## config.mk

```make
export PLATFORM = sky130hd
export DESIGN_NAME = response_packet_deframer_core_flat
export DESIGN_NICKNAME = d
export VERILOG_FILES = /design/src/rtl/rpd_pkg.sv /design/src/rtl/rpd_in_if.sv /design/src/rtl/rpd_out_if.sv /design/src/rtl/rpd_frame_fsm.sv /design/src/rtl/rpd_out_stage.sv /design/src/rtl/response_packet_deframer_core.sv /design/src/flat_wrapper.sv
export VERILOG_INCLUDE_DIRS = /design/src /design/src/rtl
export SDC_FILE = /design/constraint.sdc
export NUM_CORES = 1
export LEC_CHECK = 0
export BUFFER_PORTS_ARGS = -buffer_cell sky130_fd_sc_hd__buf_2
export CAP_MARGIN = 20
export CORE_MARGIN = 2
export CORE_UTILIZATION = 51
export DETAILED_ROUTE_END_ITERATION = 12
export PLACE_DENSITY = 0.75
export SLEW_MARGIN = 5
export SYNTH_ARGS = -nofsm -noshare
export SYNTH_HDL_FRONTEND = slang
export SYNTH_SLANG_ARGS = --single-unit
```

## constraint.sdc

```tcl
create_clock -name clk -period 2.87 [get_ports clk]
set_input_delay 0.861 -clock clk [delete_from_list [all_inputs] [get_ports clk]]
set_output_delay 0.861 -clock clk [all_outputs]
set_load 0.01 [all_outputs]
```

## src/rtl/assert_macros.svh

```systemverilog
// Assertion macros used by the deframer frame parser.
`ifndef ASSERT_MACROS_SVH
`define ASSERT_MACROS_SVH

`ifndef SYNTHESIS
// Same-cycle implication, checked out of reset.
`define RPD_ASSERT_IMPLIES(lbl, clk, rst, ante, cons, msg) \
  lbl: assert property (@(posedge clk) disable iff (rst) (ante) |-> (cons)) else $error(msg);
// Next-cycle implication, checked out of reset.
`define RPD_ASSERT_NEXT(lbl, clk, rst, ante, cons, msg) \
  lbl: assert property (@(posedge clk) disable iff (rst) (ante) |=> (cons)) else $error(msg);
`else
`define RPD_ASSERT_IMPLIES(lbl, clk, rst, ante, cons, msg)
`define RPD_ASSERT_NEXT(lbl, clk, rst, ante, cons, msg)
`endif

`endif

```

## src/rtl/rpd_pkg.sv

```systemverilog
// Types and constants shared by the response packet deframer.
`timescale 1ns / 1ps
package rpd_pkg;

  localparam int unsigned BYTE_W = 8;

  // Header is type, size and subtype; the first body byte has index 3.
  localparam logic [BYTE_W-1:0] HEADER_LEN = 8'd3;
  // Frames shorter than this cannot hold a body and a checksum.
  localparam logic [BYTE_W-1:0] MIN_FRAME  = 8'd4;

  // Configuration register indexes.
  localparam int unsigned CFG_IDX_W = 1;
  localparam logic [CFG_IDX_W-1:0] CFG_RESPONSE_TYPE = 1'b0;
  localparam logic [CFG_IDX_W-1:0] CFG_TABLE_SUBTYPE = 1'b1;

  typedef enum logic [1:0] {
    PH_TYPE    = 2'd0,
    PH_SIZE    = 2'd1,
    PH_SUBTYPE = 2'd2,
    PH_BODY    = 2'd3
  } phase_t;

  typedef enum logic [1:0] {
    ST_PENDING   = 2'd0,
    ST_OK        = 2'd1,
    ST_TOO_SHORT = 2'd2,
    ST_BAD_SUM   = 2'd3
  } status_t;

  typedef struct packed {
    logic [BYTE_W-1:0] body_byte;
    logic [BYTE_W-1:0] byte_index;
    logic [BYTE_W-1:0] frame_size;
    logic              is_last;
    status_t           frame_status;
  } result_t;

endpackage

```

## src/rtl/rpd_in_if.sv

```systemverilog
// Input byte channel of the deframer.
`timescale 1ns / 1ps
interface rpd_in_if;
  logic       valid;
  logic       ready;
  logic [7:0] rx_byte;

  modport source (output valid, output rx_byte, input ready);
  modport sink   (input valid, input rx_byte, output ready);
endinterface

```

## src/rtl/rpd_out_if.sv

```systemverilog
// Output body byte channel of the deframer.
`timescale 1ns / 1ps
interface rpd_out_if;
  logic       valid;
  logic       ready;
  logic [7:0] body_byte;
  logic [7:0] byte_index;
  logic [7:0] frame_size;
  logic       is_last;
  logic [1:0] frame_status;

  modport source (output valid, output body_byte, output byte_index, output frame_size,
                  output is_last, output frame_status, input ready);
  modport sink   (input valid, input body_byte, input byte_index, input frame_size,
                  input is_last, input frame_status, output ready);
endinterface

```

## src/rtl/rpd_frame_fsm.sv

```systemverilog
// Frame parser: configuration registers, phase tracking, checksum and result build.
`timescale 1ns / 1ps
`include "assert_macros.svh"
module rpd_frame_fsm (
  input  logic                           clk,
  input  logic                           rst,
  input  logic                           cfg_we,
  input  logic [rpd_pkg::CFG_IDX_W-1:0]  cfg_index,
  input  logic [7:0]                     cfg_data,
  input  logic                           step,
  input  logic [7:0]                     rx_byte,
  output logic                           res_valid,
  output rpd_pkg::result_t               res
);
  import rpd_pkg::*;

  logic [BYTE_W-1:0] response_type_code;
  logic [BYTE_W-1:0] table_subtype_code;

  phase_t            phase, phase_next;
  logic [BYTE_W-1:0] size_held, size_held_next;
  logic [BYTE_W-1:0] next_index, next_index_next;
  logic [BYTE_W-1:0] running_sum, running_sum_next;

  logic [BYTE_W-1:0] sum_plus;
  logic              last;

  always_ff @(posedge clk) begin
    if (rst) begin
      response_type_code <= '0;
      table_subtype_code <= '0;
    end else if (cfg_we) begin
      unique case (cfg_index)
        CFG_RESPONSE_TYPE: response_type_code <= cfg_data;
        CFG_TABLE_SUBTYPE: table_subtype_code <= cfg_data;
        default: ;
      endcase
    end
  end

  assign sum_plus = running_sum + rx_byte;
  assign last     = ({1'b0, next_index} + 9'd1) >= {1'b0, size_held};

  always_comb begin
    phase_next       = phase;
    size_held_next   = size_held;
    next_index_next  = next_index;
    running_sum_next = running_sum;
    res_valid        = 1'b0;
    res.body_byte    = rx_byte;
    res.byte_index   = next_index;
    res.frame_size   = size_held;
    res.is_last      = last;
    res.frame_status = ST_PENDING;
    unique case (phase)
      PH_TYPE: begin
        if (rx_byte == response_type_code) begin
          running_sum_next = rx_byte;
          phase_next       = PH_SIZE;
        end
      end
      PH_SIZE: begin
        size_held_next   = rx_byte;
        running_sum_next = sum_plus;
        phase_next       = PH_SUBTYPE;
      end
      PH_SUBTYPE: begin
        if (rx_byte == table_subtype_code) begin
          running_sum_next = sum_plus;
          next_index_next  = HEADER_LEN;
          phase_next       = PH_BODY;
        end else begin
          phase_next = PH_TYPE;
        end
      end
      PH_BODY: begin
        res_valid        = 1'b1;
        running_sum_next = sum_plus;
        if (last) begin
          if (size_held < MIN_FRAME) begin
            res.frame_status = ST_TOO_SHORT;
          end else if (sum_plus == '0) begin
            res.frame_status = ST_OK;
          end else begin
            res.frame_status = ST_BAD_SUM;
          end
          phase_next      = PH_TYPE;
          next_index_next = '0;
        end else begin
          next_index_next = next_index + 8'd1;
        end
      end
      default: ;
    endcase
  end

  always_ff @(posedge clk) begin
    if (rst) begin
      phase       <= PH_TYPE;
      size_held   <= '0;
      next_index  <= '0;
      running_sum <= '0;
    end else if (step) begin
      phase       <= phase_next;
      size_held   <= size_held_next;
      next_index  <= next_index_next;
      running_sum <= running_sum_next;
    end
  end

  `RPD_ASSERT_IMPLIES(a_body_index, clk, rst, phase == PH_BODY, next_index >= HEADER_LEN, "body index below header length")
  `RPD_ASSERT_IMPLIES(a_pending_not_last, clk, rst, res_valid && !res.is_last, res.frame_status == ST_PENDING, "non-final byte carries a final status")
  `RPD_ASSERT_NEXT(a_last_closes, clk, rst, step && res_valid && res.is_last, phase == PH_TYPE && next_index == '0, "frame not closed after final byte")
  `RPD_ASSERT_NEXT(a_bad_subtype, clk, rst, step && phase == PH_SUBTYPE && rx_byte != table_subtype_code, phase == PH_TYPE, "wrong subtype did not abandon frame")

endmodule

```

## src/rtl/rpd_out_stage.sv

```systemverilog
// Output register that holds one result until the downstream side takes it.
`timescale 1ns / 1ps
module rpd_out_stage (
  input  logic             clk,
  input  logic             rst,
  input  logic             step,
  input  logic             res_valid,
  input  rpd_pkg::result_t res,
  output logic             can_accept,
  rpd_out_if.source        tx
);
  import rpd_pkg::*;

  logic    valid;
  result_t data;

  // The register frees up in the same cycle its content is taken.
  assign can_accept = !valid || tx.ready;

  always_ff @(posedge clk) begin
    if (rst) begin
      valid <= 1'b0;
    end else if (step) begin
      valid <= res_valid;
    end else if (tx.ready) begin
      valid <= 1'b0;
    end
  end

  always_ff @(posedge clk) begin
    if (step && res_valid) begin
      data <= res;
    end
  end

  assign tx.valid        = valid;
  assign tx.body_byte    = data.body_byte;
  assign tx.byte_index   = data.byte_index;
  assign tx.frame_size   = data.frame_size;
  assign tx.is_last      = data.is_last;
  assign tx.frame_status = data.frame_status;

endmodule

```

## src/rtl/response_packet_deframer_core.sv

```systemverilog
// Top level of the response packet deframer: byte in, framed body bytes out.
// A body byte transferred in at one clock edge is shown on tx right after that edge.
// Throughput: one byte per cycle while tx keeps taking results; the single output register sets
// the limit and frees up in the same cycle its result is transferred out.
// Header and dropped bytes produce no result but still need a free output register to be taken.
// Reset (rst, synchronous, active high) clears both codes, the phase and the frame counters.
`timescale 1ns / 1ps
module response_packet_deframer_core (
  input  logic                          clk,
  input  logic                          rst,
  input  logic                          cfg_we,
  input  logic [rpd_pkg::CFG_IDX_W-1:0] cfg_index,
  input  logic [7:0]                    cfg_data,
  rpd_in_if.sink                        rx,
  rpd_out_if.source                     tx
);
  import rpd_pkg::*;

  // A transfer on rx advances the parser exactly once.
  logic    step;
  logic    can_accept;
  logic    res_valid;
  result_t res;

  // A new byte is taken whenever the output register is empty or is being emptied,
  // so the parser never stalls while the downstream side keeps pace.
  assign rx.ready = can_accept;
  assign step     = rx.valid && can_accept;

  // The parser works directly on the incoming byte against its stored frame state;
  // the result of a body byte lands in the output register at the same edge.
  rpd_frame_fsm u_fsm (
    .clk       (clk),
    .rst       (rst),
    .cfg_we    (cfg_we),
    .cfg_index (cfg_index),
    .cfg_data  (cfg_data),
    .step      (step),
    .rx_byte   (rx.rx_byte),
    .res_valid (res_valid),
    .res       (res)
  );

  rpd_out_stage u_out (
    .clk        (clk),
    .rst        (rst),
    .step       (step),
    .res_valid  (res_valid),
    .res        (res),
    .can_accept (can_accept),
    .tx         (tx)
  );

endmodule

```

## src/flat_wrapper.sv

```systemverilog
// flat-port wrapper written by rule: the top's interface ports become plain ports
module response_packet_deframer_core_flat import rpd_pkg::*;
  (clk, rst, cfg_we, cfg_index, cfg_data, rx_valid, rx_rx_byte, rx_ready, tx_valid, tx_body_byte, tx_byte_index, tx_frame_size, tx_is_last, tx_frame_status, tx_ready);
  rpd_in_if rx_i ();
  rpd_out_if tx_i ();
  input  logic clk;
  input  logic rst;
  input  logic cfg_we;
  input  logic [rpd_pkg::CFG_IDX_W-1:0] cfg_index;
  input  logic [7:0] cfg_data;
  input wire logic [$bits(rx_i.valid)-1:0] rx_valid;
  input wire logic [$bits(rx_i.rx_byte)-1:0] rx_rx_byte;
  output wire logic [$bits(rx_i.ready)-1:0] rx_ready;
  output wire logic [$bits(tx_i.valid)-1:0] tx_valid;
  output wire logic [$bits(tx_i.body_byte)-1:0] tx_body_byte;
  output wire logic [$bits(tx_i.byte_index)-1:0] tx_byte_index;
  output wire logic [$bits(tx_i.frame_size)-1:0] tx_frame_size;
  output wire logic [$bits(tx_i.is_last)-1:0] tx_is_last;
  output wire logic [$bits(tx_i.frame_status)-1:0] tx_frame_status;
  input wire logic [$bits(tx_i.ready)-1:0] tx_ready;
  assign rx_i.valid = rx_valid;
  assign rx_i.rx_byte = rx_rx_byte;
  assign rx_ready = rx_i.ready;
  assign tx_valid = tx_i.valid;
  assign tx_body_byte = tx_i.body_byte;
  assign tx_byte_index = tx_i.byte_index;
  assign tx_frame_size = tx_i.frame_size;
  assign tx_is_last = tx_i.is_last;
  assign tx_frame_status = tx_i.frame_status;
  assign tx_i.ready = tx_ready;
  response_packet_deframer_core u_core (.clk(clk), .rst(rst), .cfg_we(cfg_we), .cfg_index(cfg_index), .cfg_data(cfg_data), .rx(rx_i), .tx(tx_i));
endmodule
```

# --- Word level (Yosys, flattened, before mapping) ---
# Cells that the tools add are included.
totals:
  ff_bits: 70
  input_bits: 22
  out_inout_bits: 29
  word_cells: 61
op_classes:
  n_addsub: 3
  magnitude_cmp: 2
  eq_ne: 8
  n_mux: 15
  n_bitwise: 3
  reduce_logical: 17
op_table:
  columns: ["operator", "count"]
  rows:
  - ["$mux 8", 4]
  - ["$pmux 8 s3", 1]
  - ["$eq 8x8->1", 2]
  - ["$pmux 8 s2", 1]
  - ["$mux 2", 5]
  - ["$add 8x1->9 const B", 1]
  - ["$ge 9x8->1", 1]
  - ["$reduce_and 3->1", 3]
  - ["$add 8x1->8 const B", 1]
  - ["$add 8x8->8", 1]
  - ["$logic_not 8->1", 1]
  - ["$lt 8x3->1 const B", 1]
  - ["$pmux 2 s4", 1]
  - ["$reduce_and 2->1", 4]
  - ["$ne 2x2->1 const B", 3]
  - ["$eq 2x2->1 const B", 2]
  - ["$reduce_bool 2->1", 2]
  - ["$mux 1", 3]
  - ["$not 1->1", 3]
  - ["$reduce_or 3->1", 1]
  - ["$eq 2x1->1 const B", 1]
  - ["$logic_and 1x1->1", 2]
  - ["$logic_not 2->1", 1]
  - ["$reduce_or 2->1", 1]
  - ["other kinds (2)", 2]

# --- Depth between registers and ports, before layout ---
depth:
  ltp_word: 4
  depth_mapped: 12
  mapped_depth_nobuf: 12

# --- Hierarchy ---
# From an unflattened synthesis, not the netlist that was laid out.
unflattened:
  hier_cells: 382
  area_unflattened_um2: 3719.8
by_module_without_submodules:
  columns: ["module", "n_inst", "cells_each", "area_per_inst_um2", "seq_area_each_um2"]
  rows:
  - ["rpd_frame_fsm", 1, 349, 2842.7, 840.8]
  - ["rpd_out_stage", 1, 32, 870.8, 830.8]
  - ["response_packet_deframer_core", 1, 1, 6.3, 0.0]

# --- Worst setup path before layout ---
# No wires, ideal clock.
synth_path:
  path_type: "reg2reg"
  start: "reg u_core.u_fsm.next_index[0]"
  end: "reg u_core.u_fsm.next_index[7]"
  setup_ns: 0.071
  arrival_ns: 2.823
  t_required_ns: 2.799
  setup_slack_ns: -0.024
  stages_incl_launch_ff: 13
  path_buffers: 0
  synth_period_minus_slack_ns: 2.894
  path_cell_list: "dfxtp_1 ha_1 and3_1 nand3_1 xnor2_1 ha_1 a21o_1 a221oi_2 o21ai_2 a21oi_4 inv_4 or4b_1 a21oi_1"
synth_lines:
  columns: ["item", "line_no", "rtl"]
  rows:
  - ["from (decl)", "rpd_frame_fsm.sv:22", "logic [BYTE_W-1:0] next_index, next_index_next;"]
  - ["from (signal assigned)", "rpd_frame_fsm.sv:106", "next_index <= next_index_next;"]

==> results.json <==
{
  "ys_warn_count": 0,
  "wl_per_cell_um": 15.17,
  "postLayoutCoreUtil_pct": 65.05,
  "min_path_cells": 2,
  "synth_common_cells": "dfxtp_1, nor2_1, edfxtp_1, nand2_1",
  "grt_use_total_pct": 21.07,
  "core_area_um2": 6422,
  "syn_inst": 344,
  "die_x_um": 85.99,
  "end_kind": "register",
  "grt_overflow": 0,
  "fill_cells": 517,
  "cap_violations": 0,
  "fin_skew_ns": 0.007702,
  "dpl.hpwl_um": 5302,
  "numClockSinks": 70,
  "tns_ns": 0,
  "vdd_drop_max_mv": 0.2517,
  "dr.pass1.iters": 5,
  "hold_viol": 0,
  "drive_gt1_share_pct": 25.00,
  "syn_area_um2": 3428,
  "multi_input_area_um2": 1669,
  "avgViaCountPerCell": 5.626,
  "worstSetupPathType": "reg -> reg",
  "drtIter0Drc": 219,
  "max_slew_margin_pct": 45.83,
  "die_h_um": 85.99,
  "synth.distinct_cells": 44,
  "num_antenna_cells": 0,
  "cts_tree": "done",
  "maxSlewViolCount": 0,
  "path_clk_slew_ns": 0.07,
  "numCtsBuffers": 9,
  "drtAntennaViolNets": 0,
  "path_max_fanout": 4,
  "status": "finished, final reports clean",
  "synth_edf_count": 27,
  "seq_area_um2": 1675,
  "port_buffers": 50,
  "finalPower_uw": 2086,
  "grt_first_pass_wirelength_um": 11990,
  "drcViolationCount": 0,
  "fin_nets": 454,
  "clk_path_buf_depth": 2,
  "synthArstFlopShare_pct": 0,
  "layout_min_cycle_time_ns": 2.831,
  "ctsHoldBuffers": 0,
  "syn_area_per_cell_um2": 9.966,
  "die_area_um2": 7394,
  "powerDensity_nw_per_um2": 499.4,
  "worst_setup_path_start_kind": "register",
  "rows": 29,
  "insertion_delay_ns": 0.34,
  "ys_ff_latch": 70,
  "synth_ff_type": "dfxtp_1",
  "worstHoldPathType": "reg -> reg",
  "start_util_pct": 53.38,
  "max_freq_ghz": 0.3533,
  "finalCritPeriodShare_pct": 98.63,
  "synth_area_leader_cell": "dfxtp_1",
  "r2r_cells": 12,
  "grt_pass1_vias": 2581,
  "syn_nets": 383,
  "grt_max_degree": 42,
  "critPathArrivalTime_ns": 3.10,
  "synth.most_common_cell": "dfxtp_1",
  "critPathRequiredTime_ns": 3.14,
  "totalWireLength_um": 7541,
  "synth_area_leaders": "dfxtp_1, edfxtp_1, ha_1, xnor2_1, mux2i_1",
  "ys_seq_area_share_pct": 48.76,
  "syn_to_final_growth_pct": 21.86,
  "pin_count": 51,
  "synth_top_area_share_pct": 25.11,
  "setup_viol": 0,
  "p_leak_uw": 0.001743,
  "tightest_slew_ns": 0.8126,
  "gp_congestion": 0.8555,
  "clock-root-buffer": "clkbuf_8",
  "htree_levels": 3,
  "vias": 2796,
  "antenna_found_initial": 0
}
state kept, by name, indices dropped and copies added (netlist names), 8 cells and up:
name and count:
u_core.u_fsm.table_subtype_code 8, u_core.u_fsm.next_index 8, u_core.u_out.tx.body_byte 8, u_core.u_fsm.response_type_code 8
u_core.u_out.tx.byte_index 8, u_core.u_out.tx.frame_size 8, u_core.u_fsm.size_held 8, u_core.u_fsm.running_sum 8
cell type report:
class                           instances  area share (%)
Clock buffer                           11           3.384
Clock inverter                          5           1.977
Inverter                               22           2.037
Multi-Input combinational cell        240           39.95
Sequential cell                        70           40.10
Tap cell                               77           2.306
Timing Repair Buffer                   72           10.24
layout by cell type, fill, tap and decap left out, types with 6 or more instances in the layout:
master,synthesis,routed
buf_4,0,21
nand2b_1,7,7
inv_1,21,21
clkbuf_8,0,10
xnor2_1,21,21
a21o_1,6,6
mux2i_1,18,18
o21ai_0,12,12
xor2_1,6,6
a21oi_1,20,19
edfxtp_1,27,27
nor2_1,36,35
buf_2,2,50
nand3_1,14,12
dfxtp_1,43,40
nand2_1,25,25
ha_1,16,15
a211oi_1,7,7
a31oi_1,12,12
worst paths after layout:
| kind | slack (ns) | endpoint | startpoint |
|---|---|---|---|
| max | 0.04 | u_core.u_fsm.next_index[7] | u_core.u_fsm.next_index[0] |
| min | 0.47 | u_core.u_fsm.table_subtype_code[6] | u_core.u_fsm.table_subtype_code[6] |
| max reg2reg | 0.04 | u_core.u_fsm.next_index[7] | u_core.u_fsm.next_index[0] |
| min reg2reg | 0.47 | u_core.u_fsm.table_subtype_code[6] | u_core.u_fsm.table_subtype_code[6] |
power breakdown:
| part | switching [uW] | internal, uW | total (uW) |
|---|---|---|---|
| logic | 87.0 | 62.8 | 150 |
| registers | 9.40 | 1040 | 1050 |
| clock network | 374 | 515 | 889 |
logic make-up after synthesis:
logic type / after synthesis / share of synthesized area [%]
AO/OA/AOI/OAI: 74 / 14.71
XOR/XNOR: 27 / 6.898
adder cells (fa/ha/maj): 17 / 6.423
buffers and inverters: 34 / 3.869
flip-flops: 70 / 48.76
multiplexers: 18 / 5.255
AND/OR/NAND/NOR: 104 / 14.09
per-stage QoR:
stage	cell area, um^2	instances	hold WS [ns]	setup slack, ns
after floorplan	3433	344	0.4299	0.004718
after global placement	3880	477	0.4519	0.05641
after detailed placement	3880	477	0.4482	-0.04029
after CTS	4105	493	0.4719	0.02501
after global routing	4178	497	0.4946	-0.07228
final	4178	497	0.4703	0.03943
critical path, stage by stage, from the launching register on:
cell and delay [ns]:
dfxtp_2 0.36, ha_2 0.19, and3_4 0.20, nand3_2 0.09, xnor2_1 0.14, ha_1 0.29, a21o_1 0.20, a221oi_2 0.31
o21ai_2 0.14, a21oi_4 0.16, inv_4 0.05, or4b_4 0.48, a21oi_2 0.14
per-layer routing:
| metal | routed length [um] | track usage [%] | part of all wire (%) | vias up |
|---|---|---|---|---|
| met5 | 0 | 0 | 0 | - |
| met4 | 146 | 7.792 | 1.9 | 0 |
| met3 | 355 | 5.871 | 4.7 | 12 |
| met2 | 3737 | 34.60 | 50 | 76 |
| met1 | 3301 | 26.45 | 44 | 1336 |
| li1 | - | - | - | 1372 |
repair_timing:
| item | CTS | global route |
|---|---|---|
| setup endpoints to repair | 1 | 7 |
| resized for setup | 1 | 10 |
| hold endpoints to repair | 0 | 0 |
| setup buffers | 0 | 4 |
| pin swaps | 0 | 5 |
Note: power is estimated with default switching activity, not from simulation.
